**src/rtl/core/iesa_pkg.sv**
```systemverilog
// package: event and report types, event codes and config register indexes
`default_nettype none
package iesa_pkg;

  localparam int unsigned CFG_INDEX_W = 1;
  localparam int unsigned CFG_DATA_W  = 16;

  localparam logic [CFG_INDEX_W-1:0] CFG_HAS_PRESSURE_AXIS = 1'd0;
  localparam logic [CFG_INDEX_W-1:0] CFG_TOUCH_LEVEL       = 1'd1;

  localparam logic [4:0] EV_SYN = 5'd0;
  localparam logic [4:0] EV_KEY = 5'd1;
  localparam logic [4:0] EV_REL = 5'd2;
  localparam logic [4:0] EV_ABS = 5'd3;

  localparam logic [9:0] SYN_RPT = 10'h000;

  localparam logic [9:0] REL_X = 10'h000;
  localparam logic [9:0] REL_Y = 10'h001;

  localparam logic [9:0] ABS_X     = 10'h000;
  localparam logic [9:0] ABS_Y     = 10'h001;
  localparam logic [9:0] ABS_PRESS = 10'h018;
  localparam logic [9:0] ABS_WIDTH = 10'h01C;

  localparam logic [9:0] KEY_EXTRA_FIRST = 10'h100;
  localparam logic [9:0] KEY_EXTRA_LAST  = 10'h107;
  localparam logic [9:0] KEY_LEFT        = 10'h110;
  localparam logic [9:0] KEY_RIGHT       = 10'h111;
  localparam logic [9:0] KEY_MIDDLE      = 10'h112;
  localparam logic [9:0] KEY_UP          = 10'h115;
  localparam logic [9:0] KEY_DOWN        = 10'h116;
  localparam logic [9:0] KEY_AUX_LEFT    = 10'h130;
  localparam logic [9:0] KEY_AUX_RIGHT   = 10'h131;
  localparam logic [9:0] KEY_TOOL_ONE    = 10'h145;
  localparam logic [9:0] KEY_TOUCH       = 10'h14A;
  localparam logic [9:0] KEY_TOOL_TWO    = 10'h14D;
  localparam logic [9:0] KEY_TOOL_THREE  = 10'h14E;

  localparam int unsigned MAIN_LEFT   = 0;
  localparam int unsigned MAIN_RIGHT  = 1;
  localparam int unsigned MAIN_MIDDLE = 2;
  localparam int unsigned MAIN_UP     = 3;
  localparam int unsigned MAIN_DOWN   = 4;

  localparam int unsigned AUX_LEFT  = 0;
  localparam int unsigned AUX_RIGHT = 1;

  localparam int unsigned TOOL_ONE   = 0;
  localparam int unsigned TOOL_TWO   = 1;
  localparam int unsigned TOOL_THREE = 2;

  typedef struct packed {
    logic [4:0]         event_type;
    logic [9:0]         event_code;
    logic signed [31:0] event_value;
  } evt_t;

  typedef struct packed {
    logic signed [31:0] rep_x;
    logic signed [31:0] rep_y;
    logic signed [31:0] rep_pressure;
    logic signed [31:0] rep_width;
    logic [1:0]         rep_fingers;
    logic [4:0]         rep_main_buttons;
    logic [7:0]         rep_extra_buttons;
    logic [1:0]         rep_guest_buttons;
    logic signed [31:0] rep_rel_dx;
    logic signed [31:0] rep_rel_dy;
  } rep_t;

  typedef struct packed {
    logic        has_pressure_axis;
    logic [15:0] touch_level;
  } cfg_t;

endpackage
`default_nettype wire

```
**src/rtl/core/iesa_in_stage.sv**
```systemverilog
// input register: holds one event until the decode stage takes it
`default_nettype none
module iesa_in_stage
  import iesa_pkg::*;
(
  input  wire logic clk,
  input  wire logic rst_n,
  input  wire logic in_valid,
  input  wire evt_t in_evt,
  output logic      in_ready,
  input  wire logic go,
  output logic      evt_valid,
  output evt_t      evt
);

  logic evt_valid_r;
  logic evt_valid_nxt;
  evt_t evt_r;

  assign in_ready      = !evt_valid_r || go;
  assign evt_valid_nxt = in_ready ? in_valid : evt_valid_r;

  always_ff @(posedge clk) begin
    if (!rst_n) begin
      evt_valid_r <= 1'b0;
    end else begin
      evt_valid_r <= evt_valid_nxt;
    end
  end

  always_ff @(posedge clk) begin
    if (in_ready && in_valid) begin
      evt_r <= in_evt;
    end
  end

  assign evt_valid = evt_valid_r;
  assign evt       = evt_r;

endmodule
`default_nettype wire

```
**config.mk**
```make
export PLATFORM = sky130hd
export DESIGN_NAME = iesa_in_stage
export DESIGN_NICKNAME = d
export VERILOG_FILES = /design/src/rtl/core/iesa_pkg.sv /design/src/rtl/core/iesa_in_stage.sv
export SDC_FILE = /design/constraint.sdc
export NUM_CORES = 1
export LEC_CHECK = 0
export ABC_AREA = 1
export BUFFER_PORTS_ARGS = -buffer_cell sky130_fd_sc_hd__clkbuf_2
export CELL_PAD_IN_SITES_DETAIL_PLACEMENT = 1
export CELL_PAD_IN_SITES_GLOBAL_PLACEMENT = 2
export CORE_MARGIN = 8
export CORE_UTILIZATION = 26
export CTS_CLUSTER_DIAMETER = 200
export CTS_CLUSTER_SIZE = 16
export DETAILED_ROUTE_END_ITERATION = 8
export HOLD_SLACK_MARGIN = 0.06
export PLACE_DENSITY = 0.84
export SYNTH_ARGS = -nofsm -noshare
export SYNTH_HDL_FRONTEND = slang
export SYNTH_SLANG_ARGS = --single-unit
```
**constraint.sdc**
```tcl
create_clock -name clk -period 3.5 [get_ports clk]
set_input_delay 0.35 -clock clk [delete_from_list [all_inputs] [get_ports clk]]
set_output_delay 0.35 -clock clk [all_outputs]
set_load 0.005 [all_outputs]
```
==> impl_results.md <==
* Post-synthesis cell area at 1460 um2
* Place WS at 1600 ps
* 1st-pass router iterations at 3
* Post-CTS Setup Inserts at 0
* Fmax achieved at 581 MHz
* Number of CTS-inserted buffers at 5
* Crit-path cells: a21oi_4, buf_4
* Most common flop cell mapped by yosys: edfxtp_1
* Post-Syn Instances at 54
* Worst R2R Path Depth at 2
* Post-Synth Adder-Cell Area at 0
* Synth area leader: edfxtp_1
* Setup tns final at 0 ps
* Number of flops mapped to enable cells by yosys at 47
* Worst Hold Class: input port to flip-flop
* Share of the synthesized area in the top cell type at 0.965
* Slowest cell on crit path: a21oi_4
* IO buf count at 99
* Worst EP arrival at 1680 ps
* First-pass GRT wire length at 5.78 mm
* Mux share of post-synthesis cell area at 0
* Crit path launch: evt_valid
* RSZ-0062 raised after global routing: false
* Layout cell share with drive strength beyond 1 at 0.683
* Most numerous cell in the Yosys netlist: edfxtp_1
* Yosys reg bits at 48
* Worst EP required at 3460 ps
* Worst Setup EP: evt[6]
* Worst r2r src: evt_valid
* # hold bufs at CTS at 0
* Final Worst Setup Slack at 1780 ps
* Drt drc at 0
* Syn nets at 105
* Largest net degree at the start of global routing at 25
* Most common library cells after synthesis: 47 x edfxtp_1, 2 x inv_1
* CTS tree: done
* Die area at 8280 um2
* Post-synthesis xor/xnor area fraction at 0
* Min Tclk post-route at 1720 ps
* Routed Antenna Nets at 0
* Max-Cap Viols at 0
* Crit Path Category: flip-flop to flip-flop
* Worst path top cell family by delay: compound AO/OA/AOI/OAI gates
* Crit path depth at 2
* Hold Fails Final Rpt at 0
* WP buf/inv at 1
* Initial Util at 0.267
* Die Span Y at 91.0 um
* Crit Path Max Fanout at 24
* Total vias in the final route at 903
* Routed vias/inst at 3.88
* Vias in the first global route at 1066
* Layout area overhead at 46.6%
* Final setup viols at 0
* Syn Area/Cell at 27.1 um2
* Yosys warning count at 0
* Final GP Congestion at 0.632
* Final worst path period share at 0.492
* Post-CTS Resized at 0
* Clock sink count at 48
* Slew Limit Fails at 0
* Clk buf depth at 2
* Flop-to-flop setup slack at 1780 ps
* ANT cells at 0
* Complex-gate fraction of the synthesized area at 0.00941
* Max VDD drop at 0.000213 V
* Initial antenna violation count at 0
* Io pins at 100
* Die W at 91.0 um
* Total grt overflow at 0
* Simple-gate area share of the yosys netlist at 0.00428
* CTS root buffer: clkbuf_8
* Largest family of logic cells by synthesized area: compound AO/OA/AOI/OAI gates
* Core footprint at 5470 um2
* Max-slew headroom at 0.514
* CTS HTree Levels at 2
* Reg-to-reg critical path endpoint: evt[6]
* PwrDens at 493 nW/um2
* Wire length per cell at 15.8 um
* Clock slew at reported path FFs at 80 ps
* Post-synthesis sequential area ratio at 0.979
* Worst Max-Slew Pin Slew at 728 ps
* Count of cell types in the netlist at 7
* Element type at the critical path end: flip-flop
* DRT iter0 DRCs at 43
* Clk_skew at 4.35 ps
* Num rows at 27
* Critical Path Start Type: flip-flop
* Total Routing Usage GR at 0.0884
* Top area cells in the synthesized netlist: edfxtp_1 96%, dfxtp_1 1.4%, a21oi_2 0.60%
* Layout net count at 212
* Status: finished clean
* Worst-Skew Late Latency at 280 ps
* CP peak stage delay at 610 ps
* Leakage at 0.942 nW
* Async set-reset flop share out of synthesis at 0
* Final wirelength at 3.68 mm
## report_power, final
part	switching [mW]	internal (mW)	total, mW
Sequential	0.00938	0.670	0.680
Combinational	0.0409	0.0420	0.0828
Clock	0.159	0.136	0.295
Total	0.209	0.848	1.06
## worst register-to-register path, delay by kind of cell (launching register included)
kind                   cells  cell delay (ps)
AO/OA/AOI/OAI              1              610
buffers and inverters      1              430
flip-flops                 1              360
## sequential cells by signal, summed over array words and instances (netlist names)
signal / count
evt_valid: 1
evt: 47
## cells by family (layout without fill, tap and decap cells)
| group | Yosys count | after routing |
|---|---|---|
| AOI/OAI and AO/OA | 2 | 2 |
| buffers and inverters | 3 | 110 |
| DFF | 48 | 48 |
| and+or+nand+nor | 1 | 1 |
## cell type report
class,count,area [um2]
fill,599,3330
sequential,48,1430
timing repair buffer,100,503
tap,72,90.1
clock buffer,6,72.6
multi-input combinational,3,31.3
inverter,3,11.3
clock inverter,1,5.00
## how the worst min path moves through the flow
stage / slack (ps) / from / endpoint / cells after the start
finish: 230 / in_evt[40] / evt[40] / 1
global route: 210 / in_evt[10] / evt[10] / 1
CTS: 220 / in_evt[40] / evt[40] / 1
detailed placement: 530 / evt_valid / evt_valid / 2
global placement: 520 / evt_valid / evt_valid / 2
floorplan: 450 / in_evt[0] / evt[0] / 0
## placed cells by master, fill, tap and decap left out
| cell type | n |
|---|---|
| clkbuf_2 | 99 |
| edfxtp_1 | 47 |
| clkbuf_8 | 5 |
| inv_1 | 2 |
| inv_2 | 1 |
| nand2_2 | 1 |
| a21oi_2 | 1 |
| a21oi_4 | 1 |
| clkinv_2 | 1 |
| clkbuf_1 | 1 |
| dfxtp_1 | 1 |
| buf_4 | 1 |
## metrics by stage
stage               power, mW   util  cells  hold slack, ps  area (um2)
floorplan               0.712      -     54             449        1460
global placement        0.776  0.378    226             519        2070
detailed placement      0.781  0.378    226             526        2070
CTS                      1.08  0.392    233             220        2140
global route             1.11  0.392    233             211        2140
finish                   1.06  0.392    233             235        2140
## metal layers
metal,track usage,vias up,share of wire
met4,0.0205,0,0.0019
met1,0.0854,426,0.35
met5,0,-,0
met3,0.0519,2,0.11
li1,-,421,-
met2,0.158,54,0.54
Power figures use the tool's default switching activity.
