File: src/rtl/core/iesa_pkg.sv
// package: event and report types, event codes and config register indexes
`default_nettype none
package iesa_pkg;

  localparam int unsigned CFG_INDEX_W = 1;
  localparam int unsigned CFG_DATA_W  = 16;

  localparam logic [CFG_INDEX_W-1:0] CFG_HAS_PRESSURE_AXIS = 1'd0;
  localparam logic [CFG_INDEX_W-1:0] CFG_TOUCH_LEVEL       = 1'd1;

  localparam logic [4:0] EV_SYN = 5'd0;
  localparam logic [4:0] EV_KEY = 5'd1;
  localparam logic [4:0] EV_REL = 5'd2;
  localparam logic [4:0] EV_ABS = 5'd3;

  localparam logic [9:0] SYN_RPT = 10'h000;

  localparam logic [9:0] REL_X = 10'h000;
  localparam logic [9:0] REL_Y = 10'h001;

  localparam logic [9:0] ABS_X     = 10'h000;
  localparam logic [9:0] ABS_Y     = 10'h001;
  localparam logic [9:0] ABS_PRESS = 10'h018;
  localparam logic [9:0] ABS_WIDTH = 10'h01C;

  localparam logic [9:0] KEY_EXTRA_FIRST = 10'h100;
  localparam logic [9:0] KEY_EXTRA_LAST  = 10'h107;
  localparam logic [9:0] KEY_LEFT        = 10'h110;
  localparam logic [9:0] KEY_RIGHT       = 10'h111;
  localparam logic [9:0] KEY_MIDDLE      = 10'h112;
  localparam logic [9:0] KEY_UP          = 10'h115;
  localparam logic [9:0] KEY_DOWN        = 10'h116;
  localparam logic [9:0] KEY_AUX_LEFT    = 10'h130;
  localparam logic [9:0] KEY_AUX_RIGHT   = 10'h131;
  localparam logic [9:0] KEY_TOOL_ONE    = 10'h145;
  localparam logic [9:0] KEY_TOUCH       = 10'h14A;
  localparam logic [9:0] KEY_TOOL_TWO    = 10'h14D;
  localparam logic [9:0] KEY_TOOL_THREE  = 10'h14E;

  localparam int unsigned MAIN_LEFT   = 0;
  localparam int unsigned MAIN_RIGHT  = 1;
  localparam int unsigned MAIN_MIDDLE = 2;
  localparam int unsigned MAIN_UP     = 3;
  localparam int unsigned MAIN_DOWN   = 4;

  localparam int unsigned AUX_LEFT  = 0;
  localparam int unsigned AUX_RIGHT = 1;

  localparam int unsigned TOOL_ONE   = 0;
  localparam int unsigned TOOL_TWO   = 1;
  localparam int unsigned TOOL_THREE = 2;

  typedef struct packed {
    logic [4:0]         event_type;
    logic [9:0]         event_code;
    logic signed [31:0] event_value;
  } evt_t;

  typedef struct packed {
    logic signed [31:0] rep_x;
    logic signed [31:0] rep_y;
    logic signed [31:0] rep_pressure;
    logic signed [31:0] rep_width;
    logic [1:0]         rep_fingers;
    logic [4:0]         rep_main_buttons;
    logic [7:0]         rep_extra_buttons;
    logic [1:0]         rep_guest_buttons;
    logic signed [31:0] rep_rel_dx;
    logic signed [31:0] rep_rel_dy;
  } rep_t;

  typedef struct packed {
    logic        has_pressure_axis;
    logic [15:0] touch_level;
  } cfg_t;

endpackage
`default_nettype wire

File: src/rtl/core/iesa_decode.sv
// decode stage: folds events into held state and forms the report snapshot
`default_nettype none
module iesa_decode
  import iesa_pkg::*;
(
  input  wire logic clk,
  input  wire logic rst_n,
  input  wire cfg_t cfg,
  input  wire evt_t evt,
  input  wire logic go,
  output logic      is_report,
  output rep_t      rep
);

  logic signed [31:0] x_r, x_nxt;
  logic signed [31:0] y_r, y_nxt;
  logic signed [31:0] pressure_r, pressure_nxt;
  logic signed [31:0] width_r, width_nxt;
  logic [4:0]         main_r, main_nxt;
  logic [7:0]         extra_r, extra_nxt;
  logic [1:0]         guest_r, guest_nxt;
  logic [2:0]         tool_r, tool_nxt;
  logic signed [31:0] dx_r, dx_nxt;
  logic signed [31:0] dy_r, dy_nxt;
  logic               pressed;
  logic [1:0]         fingers;

  assign is_report = (evt.event_type == EV_SYN) && (evt.event_code == SYN_RPT);
  assign pressed   = (evt.event_value != 32'sd0);

  always_comb begin
    if (tool_r[TOOL_ONE]) begin
      fingers = 2'd1;
    end else if (tool_r[TOOL_TWO]) begin
      fingers = 2'd2;
    end else if (tool_r[TOOL_THREE]) begin
      fingers = 2'd3;
    end else begin
      fingers = 2'd0;
    end
  end

  always_comb begin
    x_nxt        = x_r;
    y_nxt        = y_r;
    pressure_nxt = pressure_r;
    width_nxt    = width_r;
    main_nxt     = main_r;
    extra_nxt    = extra_r;
    guest_nxt    = guest_r;
    tool_nxt     = tool_r;
    dx_nxt       = dx_r;
    dy_nxt       = dy_r;
    unique case (evt.event_type)
      EV_SYN: begin
        if (is_report) begin
          dx_nxt = 32'sd0;
          dy_nxt = 32'sd0;
        end
      end
      EV_KEY: begin
        case (evt.event_code) inside
          [KEY_EXTRA_FIRST:KEY_EXTRA_LAST]: extra_nxt[evt.event_code[2:0]] = pressed;
          KEY_LEFT:       main_nxt[MAIN_LEFT]   = pressed;
          KEY_RIGHT:      main_nxt[MAIN_RIGHT]  = pressed;
          KEY_MIDDLE:     main_nxt[MAIN_MIDDLE] = pressed;
          KEY_UP:         main_nxt[MAIN_UP]     = pressed;
          KEY_DOWN:       main_nxt[MAIN_DOWN]   = pressed;
          KEY_AUX_LEFT:   guest_nxt[AUX_LEFT]   = pressed;
          KEY_AUX_RIGHT:  guest_nxt[AUX_RIGHT]  = pressed;
          KEY_TOOL_ONE:   tool_nxt[TOOL_ONE]    = pressed;
          KEY_TOOL_TWO:   tool_nxt[TOOL_TWO]    = pressed;
          KEY_TOOL_THREE: tool_nxt[TOOL_THREE]  = pressed;
          KEY_TOUCH: begin
            if (!cfg.has_pressure_axis) begin
              pressure_nxt = pressed ? ({16'd0, cfg.touch_level} + 32'd1) : 32'sd0;
            end
          end
          default: ;
        endcase
      end
      EV_REL: begin
        case (evt.event_code)
          REL_X:   dx_nxt = evt.event_value;
          REL_Y:   dy_nxt = evt.event_value;
          default: ;
        endcase
      end
      EV_ABS: begin
        case (evt.event_code)
          ABS_X:     x_nxt        = evt.event_value;
          ABS_Y:     y_nxt        = evt.event_value;
          ABS_PRESS: pressure_nxt = evt.event_value;
          ABS_WIDTH: width_nxt    = evt.event_value;
          default: ;
        endcase
      end
      default: ;
    endcase
  end

  always_ff @(posedge clk) begin
    if (!rst_n) begin
      x_r        <= 32'sd0;
      y_r        <= 32'sd0;
      pressure_r <= 32'sd0;
      width_r    <= 32'sd0;
      main_r     <= 5'd0;
      extra_r    <= 8'd0;
      guest_r    <= 2'd0;
      tool_r     <= 3'd0;
      dx_r       <= 32'sd0;
      dy_r       <= 32'sd0;
    end else if (go) begin
      x_r        <= x_nxt;
      y_r        <= y_nxt;
      pressure_r <= pressure_nxt;
      width_r    <= width_nxt;
      main_r     <= main_nxt;
      extra_r    <= extra_nxt;
      guest_r    <= guest_nxt;
      tool_r     <= tool_nxt;
      dx_r       <= dx_nxt;
      dy_r       <= dy_nxt;
    end
  end

  // snapshot of the state before this event
  always_comb begin
    rep.rep_x             = x_r;
    rep.rep_y             = y_r;
    rep.rep_pressure      = pressure_r;
    rep.rep_width         = width_r;
    rep.rep_fingers       = fingers;
    rep.rep_main_buttons  = main_r;
    rep.rep_extra_buttons = extra_r;
    rep.rep_guest_buttons = guest_r;
    rep.rep_rel_dx        = dx_r;
    rep.rep_rel_dy        = dy_r;
  end

endmodule
`default_nettype wire

File: config.mk
export PLATFORM = sky130hd
export DESIGN_NAME = iesa_decode
export DESIGN_NICKNAME = d
export VERILOG_FILES = /design/src/rtl/core/iesa_pkg.sv /design/src/rtl/core/iesa_decode.sv
export SDC_FILE = /design/constraint.sdc
export NUM_CORES = 1
export LEC_CHECK = 0
export BUFFER_PORTS_ARGS = -buffer_cell sky130_fd_sc_hd__buf_2
export CAP_MARGIN = 20
export CELL_PAD_IN_SITES_DETAIL_PLACEMENT = 1
export CELL_PAD_IN_SITES_GLOBAL_PLACEMENT = 2
export CORE_MARGIN = 10
export CORE_UTILIZATION = 28
export DETAILED_ROUTE_END_ITERATION = 16
export GPL_TIMING_DRIVEN = 0
export MAX_ROUTING_LAYER = met4
export PLACE_DENSITY = 0.92
export SYNTH_ARGS = -nofsm -noshare
export SYNTH_HDL_FRONTEND = slang
export SYNTH_SLANG_ARGS = --single-unit
File: constraint.sdc
create_clock -name clk -period 2.85 [get_ports clk]
set_input_delay 0.4275 -clock clk [delete_from_list [all_inputs] [get_ports clk]]
set_output_delay 0.4275 -clock clk [all_outputs]
set_load 0.05 [all_outputs]
==> out/qor.txt <==
worst hold slack: 232.2 ps
max capacitance violation total: 0
# IOs: 277
largest cells by area after synthesis: dfxtp_1, nand2_1, a21oi_1
hold-fix buffers at CTS: 0
Die Height: 193.0 microns
Final Hold Fails: 0
min cycle time layout: 2634 ps
# DRC: 0
row count: 63
Critical Setup Path Class: primary input to output port
Worst R2R End: y_r[13]
routed via count: 9,113
Crit-path slowest cell: or4_1
CP peak stage delay: 620 ps
CP max FO: 4
Slew Limit Headroom: 28.78%
Yosys warnings: 0
FMAX: 0.3797 GHz
Mapped Nets: 1,134
crit path to: is_report
Worst EP arrival: 2210 ps
vias in the first global route: 9,481
Primary FF master, synth: dfxtp_1
Setup Skew: 0 ps
period utilization: 92.41%
die area: 37,240 sq um
clk buf depth: 3
Seq cells post-synth: 210
gr usage total: 20.92%
postcts setup bufs: 0
H-tree depth: 1
register area share after synthesis: 50.19%
top-count cell post-synth: nand2_1
worst setup path start: evt[46]
Worst R2R Path Depth: 2
synth unique cells: 48
filler instances: 3,722
Final #Nets: 1,431
Clk Latency, worst-skew pair: 510 ps
actual slew at the worst max-slew pin: 1064 ps
EDFF count, synth: 0
die width: 193.0 microns
initial antenna violation count: 1
Post-synth ARST share: 0%
Placeable Area: 29,560 sq um
cells after synthesis: 1,066
worst vdd ir: 0.0003666 V
flop2flop setup slack: 2170 ps
placed cell count: 1,726
final std cells w/o fill: 1,773
Setup crit end kind: output port
most frequent cell on the critical path: buf_2
Pins Over Slew Limit: 0
area added between synthesis and finish: 31.80%
fin util: 37.35%
Starting Density: 28.34%
Overflow after GRT: 0
cell area after synthesis: 8377 sq um
drt first pass iters: 5
antenna viol nets, final: 0
Synth area leader: dfxtp_1
pwr dens: 585.8 nW/um^2
clock root cell: clkbuf_16
1st-iter DRT viols: 416
CTS resizes: 0
Post-synth top cells: nand2_1, dfxtp_1, a21oi_1
WL final: 39.44 mm
CTS tree: yes
Pwr Total: 6.468 mW
vias per inst: 5.140
critical path, cell by cell: buf_2 > or4_1 > or3_1 > nor4_2 > buf_2
Syn Area/Cell: 7.858 sq um
Avg WL per Cell: 22.24 microns
GPL Wtd Cong: 0.9128
Worst-path clk slew: 60 ps
Leak: 4.412 nW
Worst Path Required: 2420 ps
Synth top area share: 50.19%
crit start category: primary input
unrepaired setup endpoints after global routing: false
clk sinks: 210
IO buf count: 269
Worst Hold Class: primary input to flop
CTS Buf Count: 25
Critical R2R Launch: y_r[13]
status: finished clean
# setup viols final: 0
HPWL after DPL: 29.50 mm
first-pass GRT wire length: 58.06 mm
layout cells sized above 1: 23.88%
largest net degree at the start of global routing: 13
==> how the worst min path moves through the flow <==
stage / start / slack, ps / cells past startpoint / endpoint
final: evt[31] / 230 / 3 / x_r[31]
after floorplan: tool_r[1] / 450 / 2 / tool_r[1]
after global routing: evt[22] / 240 / 3 / x_r[22]
after CTS: evt[31] / 220 / 3 / x_r[31]
after detailed placement: width_r[9] / 440 / 2 / width_r[9]
after global placement: width_r[6] / 440 / 2 / width_r[6]
==> critical path: cells and delay by family <==
kind	cells	cell delay, ps
buf+inv	2	450
simple gates	3	1330
==> power by group <==
part | internal (mW) | switching, mW
Sequential | 2.94 | 0.0000232
Clock | 1.91 | 1.30
Combinational | 0.0738 | 0.251
==> routing by layer <==
metal  part of all wire [%]  global-route usage [%]
met5                      0                       -
met3                    7.1                   4.568
met1                     43                   25.72
met2                     47                   34.26
met4                    2.4                   5.266
==> cells by family after synthesis <==
logic type | Yosys count | synth area share [%]
compound gates | 239 | 15.49
buf+inv | 91 | 4.317
flops | 210 | 50.19
fa+ha+maj | 1 | 0.1493
simple gates | 500 | 27.05
xor+xnor | 13 | 1.359
mux | 12 | 1.449
==> registers in the layout, indices dropped and copies added, names as in the netlist <==
register    count
main_r          5
guest_r         2
width_r        32
extra_r         8
x_r            32
tool_r          3
pressure_r     32
dx_r           32
y_r            32
dy_r           32
==> layout make-up <==
type,count,area (sq um),area share (%)
antenna,1,2.502,0.02267
timing repair buffer,270,1354,12.26
tap,390,488.0,4.420
clock buffer,38,714.4,6.471
clock inverter,8,98.84,0.8953
multi-input combinational,765,3817,34.58
sequential,210,4204,38.08
inverter,5,18.77,0.1700
buffer,86,342.8,3.105
==> cell usage in the layout, fill, tap and decap left out, types with 12 or more instances in the layout <==
| cell | n |
|---|---|
| clkbuf_16 | 25 |
| nor2_1 | 27 |
| a31oi_1 | 12 |
| o21ai_0 | 46 |
| nand3_1 | 124 |
| clkbuf_1 | 77 |
| nor4_1 | 21 |
| dfxtp_1 | 210 |
| nand2_1 | 272 |
| a21oi_1 | 159 |
| buf_2 | 282 |
==> stage by stage <==
stage               setup TNS, ps  setup WS (ps)  instance area, sq um
floorplan                       0          92.95                  8383
global placement           -23080         -468.2                 10220
detailed placement         -16510         -383.2                 10220
CTS                             0          204.5                 11040
global route                    0          70.34                 11040
finish                          0          216.2                 11040
No activity file was read; power rests on OpenSTA's default activity.
