**config.mk**
```make
export PLATFORM = sky130hd
export DESIGN_NAME = iesa_out_stage
export DESIGN_NICKNAME = d
export VERILOG_FILES = /design/src/rtl/core/iesa_pkg.sv /design/src/rtl/core/iesa_out_stage.sv
export SDC_FILE = /design/constraint.sdc
export NUM_CORES = 1
export LEC_CHECK = 0
export ABC_CLOCK_PERIOD_IN_PS = 800
export CORE_MARGIN = 10
export CORE_UTILIZATION = 30
export CTS_CLUSTER_DIAMETER = 120
export CTS_CLUSTER_SIZE = 24
export DETAILED_ROUTE_END_ITERATION = 7
export DONT_BUFFER_PORTS = 1
export PLACE_DENSITY_LB_ADDON = 0.05
export SETUP_SLACK_MARGIN = 0.5
export SLEW_MARGIN = 0
export SYNTH_ARGS = -nofsm -noshare
export SYNTH_HDL_FRONTEND = slang
export SYNTH_SLANG_ARGS = --single-unit
```
**constraint.sdc**
```tcl
create_clock -name clk -period 0.8 [get_ports clk]
set_input_delay 0.12 -clock clk [delete_from_list [all_inputs] [get_ports clk]]
set_output_delay 0.12 -clock clk [all_outputs]
set_load 0.02 [all_outputs]
```
**src/rtl/core/iesa_pkg.sv**
```systemverilog
// package: event and report types, event codes and config register indexes
`default_nettype none
package iesa_pkg;

  localparam int unsigned CFG_INDEX_W = 1;
  localparam int unsigned CFG_DATA_W  = 16;

  localparam logic [CFG_INDEX_W-1:0] CFG_HAS_PRESSURE_AXIS = 1'd0;
  localparam logic [CFG_INDEX_W-1:0] CFG_TOUCH_LEVEL       = 1'd1;

  localparam logic [4:0] EV_SYN = 5'd0;
  localparam logic [4:0] EV_KEY = 5'd1;
  localparam logic [4:0] EV_REL = 5'd2;
  localparam logic [4:0] EV_ABS = 5'd3;

  localparam logic [9:0] SYN_RPT = 10'h000;

  localparam logic [9:0] REL_X = 10'h000;
  localparam logic [9:0] REL_Y = 10'h001;

  localparam logic [9:0] ABS_X     = 10'h000;
  localparam logic [9:0] ABS_Y     = 10'h001;
  localparam logic [9:0] ABS_PRESS = 10'h018;
  localparam logic [9:0] ABS_WIDTH = 10'h01C;

  localparam logic [9:0] KEY_EXTRA_FIRST = 10'h100;
  localparam logic [9:0] KEY_EXTRA_LAST  = 10'h107;
  localparam logic [9:0] KEY_LEFT        = 10'h110;
  localparam logic [9:0] KEY_RIGHT       = 10'h111;
  localparam logic [9:0] KEY_MIDDLE      = 10'h112;
  localparam logic [9:0] KEY_UP          = 10'h115;
  localparam logic [9:0] KEY_DOWN        = 10'h116;
  localparam logic [9:0] KEY_AUX_LEFT    = 10'h130;
  localparam logic [9:0] KEY_AUX_RIGHT   = 10'h131;
  localparam logic [9:0] KEY_TOOL_ONE    = 10'h145;
  localparam logic [9:0] KEY_TOUCH       = 10'h14A;
  localparam logic [9:0] KEY_TOOL_TWO    = 10'h14D;
  localparam logic [9:0] KEY_TOOL_THREE  = 10'h14E;

  localparam int unsigned MAIN_LEFT   = 0;
  localparam int unsigned MAIN_RIGHT  = 1;
  localparam int unsigned MAIN_MIDDLE = 2;
  localparam int unsigned MAIN_UP     = 3;
  localparam int unsigned MAIN_DOWN   = 4;

  localparam int unsigned AUX_LEFT  = 0;
  localparam int unsigned AUX_RIGHT = 1;

  localparam int unsigned TOOL_ONE   = 0;
  localparam int unsigned TOOL_TWO   = 1;
  localparam int unsigned TOOL_THREE = 2;

  typedef struct packed {
    logic [4:0]         event_type;
    logic [9:0]         event_code;
    logic signed [31:0] event_value;
  } evt_t;

  typedef struct packed {
    logic signed [31:0] rep_x;
    logic signed [31:0] rep_y;
    logic signed [31:0] rep_pressure;
    logic signed [31:0] rep_width;
    logic [1:0]         rep_fingers;
    logic [4:0]         rep_main_buttons;
    logic [7:0]         rep_extra_buttons;
    logic [1:0]         rep_guest_buttons;
    logic signed [31:0] rep_rel_dx;
    logic signed [31:0] rep_rel_dy;
  } rep_t;

  typedef struct packed {
    logic        has_pressure_axis;
    logic [15:0] touch_level;
  } cfg_t;

endpackage
`default_nettype wire

```
**src/rtl/core/iesa_out_stage.sv**
```systemverilog
// result register: holds one report until the sink takes it
`default_nettype none
module iesa_out_stage
  import iesa_pkg::*;
(
  input  wire logic clk,
  input  wire logic rst_n,
  input  wire logic load,
  input  wire rep_t rep_in,
  input  wire logic out_ready,
  output logic      out_valid,
  output rep_t      rep
);

  logic out_valid_r;
  logic out_valid_nxt;
  rep_t rep_r;

  assign out_valid_nxt = load || (out_valid_r && !out_ready);

  always_ff @(posedge clk) begin
    if (!rst_n) begin
      out_valid_r <= 1'b0;
    end else begin
      out_valid_r <= out_valid_nxt;
    end
  end

  always_ff @(posedge clk) begin
    if (load) begin
      rep_r <= rep_in;
    end
  end

  assign out_valid = out_valid_r;
  assign rep       = rep_r;

endmodule
`default_nettype wire

```
==> results of run 1 <==
==> cells in the final DEF (no fill, tap or decap) <==
cell,n
nor2b_4,1
dfxtp_2,1
clkbuf_1,3
clkinv_4,1
o21a_1,1
edfxtp_1,209
diode_2,1
buf_6,1
clkbuf_16,13
==> report_power, final <==
part           leakage, nW  switching (W)  internal, W
logic               0.0136     0.00000806    0.0000120
clock network        0.168        0.00319      0.00298
registers             2.05        0.00156       0.0131
==> worst paths after layout <==
check / from / end / slack (ps) / depth (start not counted)
worst max register to register: out_valid$_SDFF_PN0_ / out_valid$_SDFF_PN0_ / 110 / 2
worst min-delay path: rep_in[204] / rep[204]$_DFFE_PP_ / -260 / 0
worst max-delay path: rep[113]$_DFFE_PP_ / rep[113] / -320 / 0
worst min register to register: out_valid$_SDFF_PN0_ / out_valid$_SDFF_PN0_ / 590 / 2
==> sequential cells by signal (all words and copies together), names as in the netlist <==
name       count
out_valid      1
rep          209
==> area by class of cell <==
cell class              count  share of cell area, %
multi-input cells           2                 0.3029
flip-flops and latches    210                  89.68
clock buffers              16                  4.793
repair buffers              1                 0.1604
clock inverters             1                 0.1247
well taps                 275                  4.900
diodes                      1                0.03564
==> layer usage <==
layer,vias to the layer above,part of all wire (%),global-route usage (%)
met3,23,15,8.329
met5,-,0.33,0
li1,883,-,-
met4,8,1.3,2.939
met1,1097,27,9.202
met2,229,56,21.89
==> logic make-up (layout without fill, tap and decap cells) <==
| logic type | count (synthesis) | in the layout |
|---|---|---|
| AND/OR/NAND/NOR | 1 | 1 |
| other | 0 | 1 |
| flip-flops | 210 | 210 |
| buffers and inverters | 0 | 18 |
| AO/OA/AOI/OAI | 1 | 1 |
==> stage by stage <==
stage,hold WS (ps),power [W],std cells
final,-257.1,0.02089,506
after global routing,-292.7,0.02176,505
after CTS,-282.4,0.02125,505
after detailed placement,218.9,0.01502,488
after global placement,219.0,0.01506,488
after floorplan,218.9,0.01468,212
==> timing repair <==
| action | CTS | global route |
|---|---|---|
| cloned | 0 | 0 |
| pin swaps | 0 | 0 |
| endpoints found under the hold margin | 419 | 419 |
| gates resized for setup | 1 | 0 |
| endpoints found under the setup margin | 211 | 211 |
==> flow_summary.yaml, run 1 <==
die:
  dieArea_sq_mm: 0.02726
  die_h_um: 165.1
  initial_core_util_pct: 30.24
  io_pins: 423
  die_w_um: 165.1
  core_sq_mm: 0.02089
  std_cell_rows: 53
cts:
  htreeDepth: 1
  path_clk_slew_ps: 90
  clockBufferDepth: 3
  post-cts-setup-buffers: 0
  clock_latency_ps: 450
  cts_buffers: 12
  cts_tree: "built"
  cts_root_buffer: "clkbuf_16"
  clock-sinks: 210
sta:
  fmax_ghz: 0.8943
  rsz0062_at_grt: "true"
  setup_viol: 210
  tns_ps: -59290
  final.period_utilization_pct: 139.8
  worst_slew_pin_slew_ps: 297.2
  relSlewSlack_pct: 80.23
  whs_ps: -257.1
  final_max_slew_viol_count: 0
  worst_slack_ps: -318.2
  hold_violations: 419
  finalClockSkew_ps: 0
  finalCriticalPeriod_ps: 1118
logic_synthesis:
  synth-seq-area-share_pct: 99.66
  synth.ff_latch_count: 210
  yosys_warnings: 0
  muxShareOfSynthArea_pct: 0
  syn_avg_cell_area_sq_um: 29.80
  synthFlopType: "edfxtp_1"
  synth-xor-area-share_pct: 0
  yosysTopAreaCellShare_pct: 99.35
  synth_top_family_by_area: "simple AND/OR/NAND/NOR gates"
  synthTopCellsByCount: "edfxtp_1, dfxtp_1, nor2b_4, o21a_1"
  synth_cell_types: 4
  yosys.area_share.simple_pct: 0.2179
  async_reset_ff_share_pct: 0
  syn_inst: 212
  synth_top_area_cell: "edfxtp_1"
  synth_edf_count: 209
  synth-adder-area-share_pct: 0
  netlist_area_sq_mm: 0.006317
  synth_compound_area_share_pct: 0.1188
  synthTopCellsByArea: "edfxtp_1, dfxtp_1, nor2b_4"
  yosys.cell_count.top_type: "edfxtp_1"
  synth.net_count: 425
final_layout:
  syn2layout_area_growth_pct: 11.15
  fin_area_sq_mm: 0.007022
  area.sequential_sq_mm: 0.006297
  nets: 440
  fillers: 1933
  fin_util_pct: 33.61
  multiInputGateArea_sq_um: 21.27
  drive_gt1_share_pct: 7.391
route:
  ant_nets: 0
  drt_first_pass_iters: 4
  routed_wl_mm: 17.85
  dr_total_vias: 2240
  drtIter0Drc: 179
  wire_per_inst_um: 35.28
  vias_per_cell: 4.427
  drc: 0
power_and_ir_drop:
  ir_drop_mv: 1.628
  power_leakage_nw: 2.236
  p_per_area_mw_per_mm2: 2975
run:
  maxCapViolations: 0
critical_path:
  path_max_fanout: 1
  crit_path_end_kind: "primary output"
  critPathArrivalTime_ps: 1000
  worstPathRequired_ps: 680
  critPathLaunchType: "register"
  criticalPathCategory: "register to primary output"
run_status:
  status: "finished with violations"
  violations: "negative hold slack, negative setup slack"
placement:
  io_buffer_count: 0
  dpl_cell_area_sq_mm: 0.006670
  routabilityCongestion: 0.7185
  dpl_worst_slack_ps: 124.4
worst_hold_path:
  holdCritPathClass: "primary input to register"
global_route:
  grt_pass1_wl_mm: 22.05
  grt_pass1_vias: 2398
  grtUsageTotal_pct: 11.62
  antenna_found_initial: 5
  grt_start_max_net_pins: 211
  overflow: 0
Power figures use the tool's default switching activity.
==> inputs of run 2 (changes only) <==
- RECOVER_POWER: unset -> 100
==> run 2 against run 1 <==
  * The run still ends with negative hold slack, negative setup slack left
  * Via count unchanged
  * Critical path depth unchanged
  * Final cell count stayed put
  * Clock power is essentially flat
  * Routed wire length unchanged
  * Maximum frequency unchanged
  * Sequential share of layout area hardly changed
  * Worst hold slack unchanged
  * Largest cell class unchanged
==> flow_summary.yaml, run 2 (same netlist as run 1, synthesis figures left out) <==
power_and_ir_drop:
  p_per_area_mw_per_mm2: 2975
  power_leakage_nw: 2.235
  ir_drop_mv: 1.628
  total_power_w: 0.02089
die:
  die_w_um: 165.1
  die_h_um: 165.1
  initial_core_util_pct: 30.24
  std_cell_rows: 53
  io_pins: 423
  core_sq_mm: 0.02089
  dieArea_sq_mm: 0.02726
global_route:
  grtUsageTotal_pct: 11.62
  grt_pass1_wl_mm: 22.05
  overflow: 0
  grt_pass1_vias: 2398
  antenna_found_initial: 5
  grt_start_max_net_pins: 211
route:
  wire_per_inst_um: 35.28
  vias_per_cell: 4.427
  ant_nets: 0
  dr_total_vias: 2240
  routed_wl_mm: 17.85
  drc: 0
  drt_first_pass_iters: 4
  drtIter0Drc: 179
final_layout:
  syn2layout_area_growth_pct: 11.13
  nets: 440
  layout_common_cells: "edfxtp_1, clkbuf_16, clkbuf_1"
  final_common_cell: "edfxtp_1"
  largest_reg_flops: 209
  drive_gt1_share_pct: 6.957
worst_hold_path:
  holdCritPathClass: "primary input to register"
  hold_depth: 0
sta:
  final.period_utilization_pct: 139.8
  tns_ps: -59320
  relSlewSlack_pct: 80.23
  rsz0062_at_grt: "true"
  setup_viol: 210
  finalClockSkew_ps: 0
  fmax_ghz: 0.8943
  final_max_slew_viol_count: 0
  hold_violations: 419
  worst_slew_pin_slew_ps: 297.2
  worst_slack_ps: -318.2
  finalCriticalPeriod_ps: 1118
  whs_ps: -257.1
cts:
  clockBufferDepth: 3
  cts_root_buffer: "clkbuf_16"
  post-cts-setup-buffers: 0
  path_clk_slew_ps: 90
  htreeDepth: 1
  clock-sinks: 210
  cts_buffers: 12
  cts_tree: "built"
  clock_latency_ps: 450
placement:
  io_buffer_count: 0
  routabilityCongestion: 0.7185
critical_path:
  critPathArrivalTime_ps: 1000
  critPathLaunchType: "register"
  path_max_fanout: 1
  worstPathRequired_ps: 680
  criticalPathCategory: "register to primary output"
  r2r_cells: 2
  crit_path_end_kind: "primary output"
  crit_cells: 0
run_status:
  violations: "negative hold slack, negative setup slack"
  status: "finished with violations"
run:
  maxCapViolations: 0
## run 2: final timing paths
kind / startpoint / to / slack [ps]
max: rep[113]$_DFFE_PP_ / rep[113] / -320
min: rep_in[204] / rep[204]$_DFFE_PP_ / -260
max reg2reg: out_valid$_SDFF_PN0_ / out_valid$_SDFF_PN0_ / 110
min reg2reg: out_valid$_SDFF_PN0_ / out_valid$_SDFF_PN0_ / 610
## run 2: report_power, final
| group | total, W | leakage [nW] | switching [W] | internal (W) |
|---|---|---|---|---|
| Combinational | 0.0000200 | 0.0136 | 0.00000806 | 0.0000119 |
| Sequential | 0.0147 | 2.05 | 0.00156 | 0.0131 |
| Clock | 0.00617 | 0.168 | 0.00319 | 0.00298 |
| Total | 0.0209 | 2.24 | 0.00476 | 0.0161 |
## run 2: layout make-up
cell class	count	area, sq um
multi-input combinational	2	21.27
fill	1934	13870
timing repair buffer	1	11.26
sequential	210	6296
tap	275	344.1
clock buffer	16	336.6
clock inverter	1	8.758
antenna	1	2.502
## run 2: routing by layer
metal  part of all wire (%)  GRT usage (%)
met5                   0.33              0
met4                    1.3          2.939
met3                     15          8.329
met2                     56          21.89
met1                     27          9.202
## run 2: through the flow
step | area (sq um) | util, % | std cells | setup WS, ps
floorplan | 6319 | - | 212 | 80.70
global placement | 6670 | 31.93 | 488 | 114.8
detailed placement | 6670 | 31.93 | 488 | 124.4
CTS | 7019 | 33.60 | 505 | -362.4
global route | 7018 | 33.60 | 505 | -369.5
finish | 7020 | 33.61 | 506 | -318.2
## run 2: repair_timing
item / CTS / global route
endpoints found under the setup margin: 211 / 211
resized for setup: 1 / 0
pin swaps: 0 / 0
endpoints found under the hold margin: 419 / 419
